$ cat src/hdl/thermal_overtemp_hysteresis_monitor_assert.svh
// Assertion macros shared by the over-temperature monitor modules.
`ifndef THERMAL_OVERTEMP_HYSTERESIS_MONITOR_ASSERT_SVH
`define THERMAL_OVERTEMP_HYSTERESIS_MONITOR_ASSERT_SVH

// Property that holds in the same cycle, sampled on clk, off during reset.
`define TOHM_ASSERT(lbl, prop, msg) \
	lbl: assert property (@(posedge clk) disable iff (!arst_n) (prop)) else $error(msg);

// Condition in one cycle implies a consequence in the next cycle.
`define TOHM_ASSERT_NEXT(lbl, cond, cons, msg) \
	lbl: assert property (@(posedge clk) disable iff (!arst_n) (cond) |=> (cons)) \
		else $error(msg);

`endif

$ cat src/hdl/tohm_pkg.sv
// Shared types and constants of the over-temperature monitor.
package tohm_pkg;

	localparam int NUM_CHANNELS_DEF = 16;
	localparam int TEMP_WIDTH_DEF   = 16;
	localparam int COUNT_W          = 8;
	localparam int CHANNEL_W        = 4;
	localparam int MASK_W           = 16;
	localparam int CFG_IDX_W        = 1;
	localparam logic [COUNT_W-1:0] COUNT_RESET = 8'd3;

	// Request opcodes
	localparam logic OP_SAMPLE     = 1'b0;
	localparam logic OP_LOAD_LIMIT = 1'b1;

	// Configuration register indexes
	localparam logic [CFG_IDX_W-1:0] CFG_OVER_TEMP_LIMIT = 1'b0;
	localparam logic [CFG_IDX_W-1:0] CFG_READ_ERR_LIMIT  = 1'b1;

	typedef struct packed {
		logic [COUNT_W-1:0] over_temp_count_limit;
		logic [COUNT_W-1:0] read_error_count_limit;
	} cfg_t;

	// Outcome of one saturating hysteresis step
	typedef struct packed {
		logic [COUNT_W-1:0] count;
		logic               set;
		logic               clr;
	} hyst_res_t;

endpackage

$ cat src/hdl/thermal_overtemp_hysteresis_monitor.sv
// Top level of the over-temperature and read-error monitor.
//
//  channel   direction  handshake            payload
//  request   in         in_valid / in_ready  opcode, channel, value, sample_valid
//  result    out        out_valid/out_ready  channel_warning_mask, read_error_flag,
//                                            stored_temp
//  config    in         cfg_we               cfg_index, cfg_wdata
//
// One request per cycle unless out_ready stalls; the result is registered.
// The per-request path is a compare and two saturating counter steps in tohm_core.
// A stalled result holds in the result register while one more request waits in the
// input register; in_ready drops only when both are full.
// Reset clears all counters and warnings and disables every channel limit.
`include "thermal_overtemp_hysteresis_monitor_assert.svh"

module thermal_overtemp_hysteresis_monitor #(
	parameter int NUM_CHANNELS = tohm_pkg::NUM_CHANNELS_DEF,
	parameter int TEMP_WIDTH   = tohm_pkg::TEMP_WIDTH_DEF
) (
	input  logic                               clk,
	input  logic                               arst_n,
	input  logic                               in_valid,
	output logic                               in_ready,
	input  logic                               opcode,
	input  logic [tohm_pkg::CHANNEL_W-1:0]     channel,
	input  logic signed [TEMP_WIDTH-1:0]       value,
	input  logic                               sample_valid,
	output logic                               out_valid,
	input  logic                               out_ready,
	output logic [tohm_pkg::MASK_W-1:0]        channel_warning_mask,
	output logic                               read_error_flag,
	output logic signed [TEMP_WIDTH-1:0]       stored_temp,
	input  logic                               cfg_we,
	input  logic [tohm_pkg::CFG_IDX_W-1:0]     cfg_index,
	input  logic [tohm_pkg::COUNT_W-1:0]       cfg_wdata
);

	tohm_pkg::cfg_t                    cfg_q;

	logic                              vld_s1;
	logic                              op_s1;
	logic [tohm_pkg::CHANNEL_W-1:0]    ch_s1;
	logic signed [TEMP_WIDTH-1:0]      value_s1;
	logic                              sv_s1;

	logic                              vld_s2;
	logic [NUM_CHANNELS-1:0]           mask_s2;
	logic                              err_s2;
	logic signed [TEMP_WIDTH-1:0]      temp_s2;

	logic                              adv;
	logic [NUM_CHANNELS-1:0]           mask_nxt;
	logic                              err_nxt;
	logic signed [TEMP_WIDTH-1:0]      shown_nxt;
	logic [tohm_pkg::MASK_W+NUM_CHANNELS-1:0] mask_ext;

	// Handshake: stage 1 moves on whenever the result register is free or emptying
	assign adv      = vld_s1 && (!vld_s2 || out_ready);
	assign in_ready = !vld_s1 || adv;

	// Configuration registers
	always_ff @(posedge clk or negedge arst_n) begin
		if (!arst_n) begin
			cfg_q.over_temp_count_limit  <= tohm_pkg::COUNT_RESET;
			cfg_q.read_error_count_limit <= tohm_pkg::COUNT_RESET;
		end else if (cfg_we) begin
			unique case (cfg_index)
				tohm_pkg::CFG_OVER_TEMP_LIMIT: cfg_q.over_temp_count_limit  <= cfg_wdata;
				tohm_pkg::CFG_READ_ERR_LIMIT:  cfg_q.read_error_count_limit <= cfg_wdata;
				default: ;
			endcase
		end
	end

	// Input register
	always_ff @(posedge clk or negedge arst_n) begin
		if (!arst_n)
			vld_s1 <= 1'b0;
		else if (in_ready)
			vld_s1 <= in_valid;
	end

	always_ff @(posedge clk) begin
		if (in_ready && in_valid) begin
			op_s1    <= opcode;
			ch_s1    <= channel;
			value_s1 <= value;
			sv_s1    <= sample_valid;
		end
	end

	tohm_core #(
		.NUM_CHANNELS (NUM_CHANNELS),
		.TEMP_WIDTH   (TEMP_WIDTH)
	) u_core (
		.clk          (clk),
		.arst_n       (arst_n),
		.step_en      (adv),
		.op           (op_s1),
		.channel      (ch_s1),
		.value        (value_s1),
		.sample_valid (sv_s1),
		.cfg          (cfg_q),
		.mask_nxt     (mask_nxt),
		.err_nxt      (err_nxt),
		.shown_nxt    (shown_nxt)
	);

	// Result register
	always_ff @(posedge clk or negedge arst_n) begin
		if (!arst_n)
			vld_s2 <= 1'b0;
		else if (adv)
			vld_s2 <= 1'b1;
		else if (out_ready)
			vld_s2 <= 1'b0;
	end

	always_ff @(posedge clk) begin
		if (adv) begin
			mask_s2 <= mask_nxt;
			err_s2  <= err_nxt;
			temp_s2 <= shown_nxt;
		end
	end

	assign mask_ext             = {tohm_pkg::MASK_W'(0), mask_s2};
	assign channel_warning_mask = mask_ext[tohm_pkg::MASK_W-1:0];
	assign read_error_flag      = err_s2;
	assign stored_temp          = temp_s2;
	assign out_valid            = vld_s2;

	// A request handed to the core shows up as a result next cycle
	`TOHM_ASSERT_NEXT(a_adv_result, adv, vld_s2, "stepped request produced no result")
	// A blocked request stays in the input register
	`TOHM_ASSERT_NEXT(a_s1_hold, vld_s1 && vld_s2 && !out_ready, vld_s1 && $stable(value_s1) && $stable(ch_s1), "blocked request lost")
	// The input register is full whenever the request port is closed
	`TOHM_ASSERT(a_ready_full, !in_ready |-> (vld_s1 && vld_s2), "request port closed with room free")

endmodule

$ cat src/hdl/tohm_hyst.sv
// Saturating up/down hysteresis counter step.
module tohm_hyst (
	input  logic [tohm_pkg::COUNT_W-1:0] count,
	input  logic                         up,
	input  logic [tohm_pkg::COUNT_W-1:0] top,
	output tohm_pkg::hyst_res_t          res
);

	localparam int SW = tohm_pkg::COUNT_W + 2;

	logic signed [SW-1:0] stepped;
	logic signed [SW-1:0] top_ext;

	// Step by one, then clamp; the top test wins, so with a zero top an up step sets
	always_comb begin
		stepped = $signed({2'b00, count}) + (up ? SW'(1) : -SW'(1));
		top_ext = $signed({2'b00, top});
		res     = '0;
		if (stepped >= top_ext) begin
			res.count = top;
			res.set   = 1'b1;
		end else if (stepped <= SW'(0)) begin
			res.count = '0;
			res.clr   = 1'b1;
		end else begin
			res.count = stepped[tohm_pkg::COUNT_W-1:0];
		end
	end

endmodule

$ cat src/hdl/tohm_core.sv
// Channel tables, hysteresis counters and warning state, updated once per request.
`include "thermal_overtemp_hysteresis_monitor_assert.svh"

module tohm_core #(
	parameter int NUM_CHANNELS = tohm_pkg::NUM_CHANNELS_DEF,
	parameter int TEMP_WIDTH   = tohm_pkg::TEMP_WIDTH_DEF
) (
	input  logic                              clk,
	input  logic                              arst_n,
	input  logic                              step_en,
	input  logic                              op,
	input  logic [tohm_pkg::CHANNEL_W-1:0]    channel,
	input  logic signed [TEMP_WIDTH-1:0]      value,
	input  logic                              sample_valid,
	input  tohm_pkg::cfg_t                    cfg,
	output logic [NUM_CHANNELS-1:0]           mask_nxt,
	output logic                              err_nxt,
	output logic signed [TEMP_WIDTH-1:0]      shown_nxt
);

	localparam int CH_IW = (NUM_CHANNELS > 1) ? $clog2(NUM_CHANNELS) : 1;
	localparam logic signed [TEMP_WIDTH-1:0] TEMP_MAX = {1'b0, {(TEMP_WIDTH-1){1'b1}}};

	logic signed [TEMP_WIDTH-1:0]      limit_q [NUM_CHANNELS];
	logic signed [TEMP_WIDTH-1:0]      temp_q  [NUM_CHANNELS];
	logic [tohm_pkg::COUNT_W-1:0]      over_cnt_q [NUM_CHANNELS];
	logic [tohm_pkg::COUNT_W-1:0]      err_cnt_q;
	logic [NUM_CHANNELS-1:0]           warn_q;
	logic                              err_bit_q;

	logic [CH_IW+tohm_pkg::CHANNEL_W-1:0] ch_ext;
	logic [CH_IW-1:0]                  ch_idx;
	logic                              in_range;
	logic                              is_sample;
	logic                              good_sample;
	logic signed [TEMP_WIDTH-1:0]      lim_rd;
	logic signed [TEMP_WIDTH-1:0]      temp_rd;
	logic [tohm_pkg::COUNT_W-1:0]      cnt_rd;
	logic                              trip;
	tohm_pkg::hyst_res_t               err_res;
	tohm_pkg::hyst_res_t               ch_res;

	// Channel decode
	assign ch_ext      = {CH_IW'(0), channel};
	assign ch_idx      = ch_ext[CH_IW-1:0];
	assign in_range    = ({28'd0, channel} < 32'(NUM_CHANNELS));
	assign is_sample   = in_range && (op == tohm_pkg::OP_SAMPLE);
	assign good_sample = is_sample && sample_valid;

	// Table reads for the addressed channel
	assign lim_rd  = in_range ? limit_q[ch_idx]    : TEMP_MAX;
	assign temp_rd = in_range ? temp_q[ch_idx]     : '0;
	assign cnt_rd  = in_range ? over_cnt_q[ch_idx] : '0;

	// Disabled limit never trips
	assign trip = (lim_rd != TEMP_MAX) && (value >= lim_rd);

	tohm_hyst u_err_hyst (
		.count (err_cnt_q),
		.up    (!sample_valid),
		.top   (cfg.read_error_count_limit),
		.res   (err_res)
	);

	tohm_hyst u_ch_hyst (
		.count (cnt_rd),
		.up    (trip),
		.top   (cfg.over_temp_count_limit),
		.res   (ch_res)
	);

	// State after this request
	always_comb begin
		err_nxt = err_bit_q;
		if (is_sample) begin
			if (err_res.set)
				err_nxt = 1'b1;
			else if (err_res.clr)
				err_nxt = 1'b0;
		end
		mask_nxt = warn_q;
		if (good_sample) begin
			if (ch_res.set)
				mask_nxt[ch_idx] = 1'b1;
			else if (ch_res.clr)
				mask_nxt[ch_idx] = 1'b0;
		end
		if (!in_range)
			shown_nxt = '0;
		else if (good_sample)
			shown_nxt = value;
		else
			shown_nxt = temp_rd;
	end

	// State registers
	always_ff @(posedge clk or negedge arst_n) begin
		if (!arst_n) begin
			for (int i = 0; i < NUM_CHANNELS; i++) begin
				limit_q[i]    <= TEMP_MAX;
				temp_q[i]     <= '0;
				over_cnt_q[i] <= '0;
			end
			err_cnt_q <= '0;
			warn_q    <= '0;
			err_bit_q <= 1'b0;
		end else if (step_en) begin
			warn_q    <= mask_nxt;
			err_bit_q <= err_nxt;
			if (in_range && (op == tohm_pkg::OP_LOAD_LIMIT))
				limit_q[ch_idx] <= value;
			if (is_sample)
				err_cnt_q <= err_res.count;
			if (good_sample) begin
				temp_q[ch_idx]     <= value;
				over_cnt_q[ch_idx] <= ch_res.count;
			end
		end
	end

	// Warning state only moves on a request step
	`TOHM_ASSERT_NEXT(a_warn_hold, !step_en, $stable(warn_q) && $stable(err_bit_q), "warning state moved without a request")
	// A limit load never touches the warnings
	`TOHM_ASSERT_NEXT(a_load_quiet, step_en && (op == tohm_pkg::OP_LOAD_LIMIT), $stable(warn_q) && $stable(err_bit_q), "limit load changed warning state")

endmodule
$ cat config.mk
export PLATFORM = sky130hd
export DESIGN_NAME = thermal_overtemp_hysteresis_monitor
export DESIGN_NICKNAME = d
export VERILOG_FILES = /design/src/hdl/tohm_pkg.sv /design/src/hdl/thermal_overtemp_hysteresis_monitor.sv /design/src/hdl/tohm_hyst.sv /design/src/hdl/tohm_core.sv
export VERILOG_INCLUDE_DIRS = /design/src /design/src/hdl
export SDC_FILE = /design/constraint.sdc
export NUM_CORES = 1
export LEC_CHECK = 0
export BUFFER_PORTS_ARGS = -buffer_cell sky130_fd_sc_hd__buf_2
export CORE_MARGIN = 5
export CORE_UTILIZATION = 35
export CTS_BUF_LIST = sky130_fd_sc_hd__clkbuf_4
export DETAILED_ROUTE_END_ITERATION = 8
export GPL_ROUTABILITY_DRIVEN = 0
export SLEW_MARGIN = 20
export SYNTH_ARGS = -nofsm -noshare
export SYNTH_HDL_FRONTEND = slang
export SYNTH_HIERARCHICAL = 1
export SYNTH_SLANG_ARGS = --single-unit
$ cat constraint.sdc
create_clock -name clk -period 6.69 [get_ports clk]
set_input_delay 1.338 -clock clk [delete_from_list [all_inputs] [get_ports clk]]
set_output_delay 1.338 -clock clk [all_outputs]
set_load 0.03 [all_outputs]
# Word level (Yosys, flattened, before mapping)
# Cells that the tools add are included.
[op_classes]
n_addsub = 2
n_lt_le_gt_ge = 9
eq_ne = 1
muxes = 39
bitwise = 6
n_reduce_logical = 16
[op_table]
columns = ["operator", "n"]
rows = [
  ["256-bit bitwise mux", 2],
  ["16-bit two-way mux", 9],
  ["16-bit binary-select mux with 4-bit select", 2],
  ["128-bit bitwise mux", 1],
  ["16-bit demux with 4-bit select", 1],
  ["8-bit two-way mux", 7],
  ["8-bit binary-select mux with 4-bit select", 1],
  ["8-bit demux with 4-bit select", 1],
  ["9-bit by 10-bit adder with 10-bit output", 2],
  ["10-bit by 9-bit >= comparator with 1-bit output", 2],
  ["10-bit by 1-bit <= comparator with 1-bit output (second input constant)", 2],
  ["10-bit two-way mux", 2],
  ["16-bit bitwise AND", 1],
  ["16-bit >= comparator", 1],
  ["16-bit inequality test (second input constant)", 1],
  ["16-bit NOT", 1],
  ["16-bit bitwise OR", 1],
  ["1-bit two-way mux", 12],
  ["2-bit AND reduction", 5],
  ["1-bit logical AND", 6],
  ["5-bit >= comparator (second input constant)", 1],
  ["4-bit by 5-bit < comparator with 1-bit output (second input constant)", 1],
  ["5-bit by 1-bit < comparator with 1-bit output (second input constant)", 1],
  ["4-bit NOT with 5-bit output", 1],
  ["other kinds (6)", 9],
]
[totals]
reg_bits = 738
input_bits = 36
output_inout_bits = 35
wordCells = 135

# Logic depth before layout (Yosys ltp)
[logic_depth]
word_depth = 14
depth_mapped = 31
ltp_nobuf = 28

# Hierarchy
# Netlist, hierarchy kept.
[by_module_without_submodules]
columns = ["module", "n_inst", "cells_per_inst", "area_each_um2", "seq_area_each_um2"]
rows = [
  ["tohm_core", 1, 1962, 31006.0, 16941.2],
  ["thermal_overtemp_hysteresis_monitor", 1, 98, 2359.8, 2107.0],
  ["tohm_hyst", 2, 119, 910.9, 0.0],
]

# Least setup slack after synthesis
# OpenSTA, ideal clock, no wires.
[synth_path]
path_kind = "reg2reg"
from = "reg ch_s1[0] (netlist name)"
to = "reg u_core.warn_q[11]"
setup_time_ps = 125
t_arrival_ps = 6483
required_ps = 6565
path_slack_ps = 82
stages_incl_launch_ff = 30
path_buffers = 3
synth_period_minus_slack_ps = 6608
path_cell_list = "edfxtp_1 -> buf_6 -> buf_4 -> mux4_2 -> a22o_1 -> nor2_1 -> ha_1 -> nand4_1 -> nor4_1 -> a21bo_2 -> o2111ai_1 -> mux2i_1 -> a21boi_1 -> inv_1 -> ha_1 -> nand3_1 -> a21o_1 -> and3_1 -> a311oi_1 -> ha_1 -> nand2_1 -> nor3_1 -> a31oi_2 -> o2111ai_1 -> a22oi_1 -> nand2_1 -> clkbuf_1 -> o21ai_0 -> o21ai_0 -> mux2_2"
[synth_rtl]
columns = ["item", "line", "rtl"]
rows = [
  ["start, declared", "thermal_overtemp_hysteresis_monitor.sv:42", "logic [tohm_pkg::CHANNEL_W-1:0] ch_s1;"],
  ["start signal, assigned", "thermal_overtemp_hysteresis_monitor.sv:86", "ch_s1 <= channel;"],
  ["end signal, assigned", "tohm_core.sv:108", "warn_q <= mask_nxt;"],
  ["end, declared", "tohm_core.sv:28", "logic [NUM_CHANNELS-1:0] warn_q;"],
]

==> impl_metrics.tcl <==
set metrics [dict create \
    grt.total_usage_pct 17.2 \
    grt_max_degree 196 \
    power_mw 14.7 \
    fp.coreArea_um2 100000 \
    worst_pin_slew_ps 1200 \
    ys.flop_type "dfrtp_1" \
    clk_latency_ps 1030 \
    layout.nets 2654 \
    clk_pin_slew_ps 70 \
    drc 0 \
    finalCriticalPeriod_ps 6630 \
    relSlewSlack_pct 20.1 \
    wl_per_cell_um 23.1 \
    die-area_um2 107000 \
    setup_viol 0 \
    dr.first_iter.drc_count 1341 \
    synth_area_um2 35200 \
    drt_pass1_iterations 5 \
    die_y_um 327 \
    leakage_nw 18.3 \
    outcome "complete, no violations" \
    die_w_um 327 \
    avgSynthCellArea_um2 15.3 \
    rsz0062_at_grt "true" \
    ir_drop_v 0.000208 \
    cp_data_required_time_ps 7640 \
    ctsHtreeMaxLevel 4 \
    postCtsHoldBufs 0 \
    syn_inst 2298 \
    design.portCount 71 \
    place_area_um2 37600 \
    crit_arrival_ps 7580 \
    synthArstFlopShare_pct 92.5 \
    start_kind "flip-flop" \
    yosys_register_bits 738 \
    synth_edf_count 55 \
    final_area_um2 41200 \
    end_kind "flip-flop" \
    critPathSlowestCell "mux4_2" \
    root_buffer "clkbuf_4" \
    cts_sinks 738 \
    dr_total_vias 21500 \
    hold_viol 0 \
    ys_types 70 \
    antenna_found_initial 5 \
    drv_slew 0 \
    tns_ps 0 \
    wirelength_mm 92.9 \
    maxCapViolations 0 \
    powerDensity_nw_per_um2 357 \
    rows 116 \
    critPathMaxFanout 8 \
    cts_buffers 187 \
    drive_gt1_share_pct 64.7 \
    start_util_pct 35.2 \
    clockBufferDepth 3 \
    port_buffers 70 \
    fmax_ghz 0.151 \
    cts_tree "yes" \
    skew_ps 63.1 \
    hpwlAfterDp_mm 55.9 \
    yosysWarningCount 6 \
    ys_seq_area_share_pct 54.1 \
    hp-class "in -> async" \
    syn2layout_area_growth_pct 17.1 \
    critPathKind "reg -> reg" \
    grt_pass1_wl_mm 143 \
    ant_nets 0 \
    overflow 0 \
    grt_pass1_vias 23700 \
    cpPeakStageDelay_ps 490 \
    synth_nets 2382 \
    fin_crit_sh_pct 99.2 \
    vias_per_cell 5.34 \
]
==> Yosys cell counts (all sizes together) (6+ instances only) <==
library cell  count  area (µm²)
mux2            661        7440
nand2b           10        77.6
inv              41         154
o32ai            10        87.6
xor2             12         120
a22o             30         263
o22ai             8         100
edfxtp           55        1650
and2              8        50.1
nand2           139         534
o21ai            65         325
ha               46         576
buf              95         637
a21o             15         113
a21oi            14        77.6
dfstp           244        6410
dfrtp           439       11000
nor3             12        70.1
nor2             38         173
nand3            14        95.1
o211ai            6        72.6
nand4             9        56.3
mux4            184        4200
clkbuf           71         267
==> flip-flops by register name (all words and copies together), names as in the netlist <==
name / count
u_core/limit_q: 256
vld_s1: 1
stored_temp: 16
u_core/temp_q: 256
u_core/err_cnt_q: 8
value_s1: 16
u_core/err_bit_q: 1
op_s1: 1
u_core/over_cnt_q: 128
ch_s1: 4
cfg_q: 16
u_core/warn_q: 16
channel_warning_mask: 16
sv_s1: 1
read_error_flag: 1
out_valid: 1
==> stage by stage <==
stage          std cells  utilization (%)  hold slack [ps]  setup slack [ps]
2_1_floorplan       2298                -              445              82.0
3_3_place_gp        3637             37.6              457              -166
3_5_place_dp        3637             37.6              468              -279
4_1_cts             4005             40.5              252             -16.9
5_1_grt             4023             41.2              336              -179
6_report            4024             41.2              360              55.3
==> metal layers <==
metal | global-route usage [%] | share of wire (%) | vias to the layer above
li1 | - | - | 9273
met1 | 22.9 | 44 | 11500
met2 | 28.3 | 48 | 578
met3 | 3.72 | 4.9 | 169
met4 | 5.71 | 2.3 | 2
met5 | 0 | 0.014 | -
==> worst max-delay path: cells and delay by family, from the launching register on <==
kind	cells	cell delay, ps
xor+xnor	1	210
fa+ha+maj	5	1380
mux	3	740
compound gates	9	1970
flops	1	400
simple gates	4	740
buf+inv	7	1100
==> cells in the final DEF, fill, tap and decap left out, types with 9 or more instances in the layout <==
cell,n
a21o_1,15
a21oi_1,10
a22o_1,30
buf_12,21
buf_2,69
buf_4,133
buf_6,16
clkbuf_4,295
clkinv_1,31
dfrtp_1,439
dfstp_2,244
edfxtp_1,55
ha_1,37
ha_4,9
inv_1,37
mux2_2,634
mux2_4,27
mux4_1,14
mux4_2,170
nand2_1,123
nand2_2,14
nand4_1,9
nor2_1,18
nor2_2,14
o21ai_0,31
o21ai_1,13
o21ai_2,19
==> where the power goes <==
part / leakage [nW] / internal (mW) / switching (mW)
clock network: 1.50 / 2.12 / 1.85
logic: 7.80 / 2.41 / 2.19
registers: 8.98 / 5.65 / 0.482
==> cell families after synthesis <==
| kind of cell | count (synthesis) | synth area share (%) |
|---|---|---|
| muxes | 846 | 33.1 |
| DFF | 738 | 54.1 |
| and+or+nand+nor | 259 | 3.65 |
| buffers and inverters | 207 | 3.00 |
| AOI/OAI and AO/OA | 180 | 3.78 |
| adders and majority gates | 52 | 1.88 |
| xor gates and xnor gates | 16 | 0.441 |
==> worst paths after layout <==
| check | startpoint | endpoint | slack [ps] | cells past startpoint |
|---|---|---|---|---|
| setup reg to reg | ch_s1[0] | u_core/over_cnt_q[22] | 60 | 29 |
| hold / removal | arst_n | u_core/over_cnt_q[115] | 360 | 1 |
| setup / recovery | ch_s1[0] | u_core/over_cnt_q[22] | 60 | 29 |
| hold reg to reg | u_core/limit_q[176] | u_core/limit_q[176] | 480 | 2 |
| max in group asynchronous | arst_n | u_core/limit_q[10] | 4820 | 3 |
| min in group clk | u_core/limit_q[176] | u_core/limit_q[176] | 480 | 2 |
==> cell type report <==
class,count,area [µm²]
repair buffers,249,2190
inverters,41,158
clock buffers,295,2210
flip-flops and latches,738,19000
clock inverters,46,290
well taps,1298,1620
diodes,4,10.0
fillers,9003,58800
multi-input cells,1353,15700
==> repair_timing <==
item	CTS	global route
gates resized for setup	47	115
gates cloned	4	3
hold endpoints to repair	0	0
buffers inserted	23	13
pin swaps	8	35
setup endpoints to repair	160	160
Note: power is estimated with default switching activity, not from simulation.
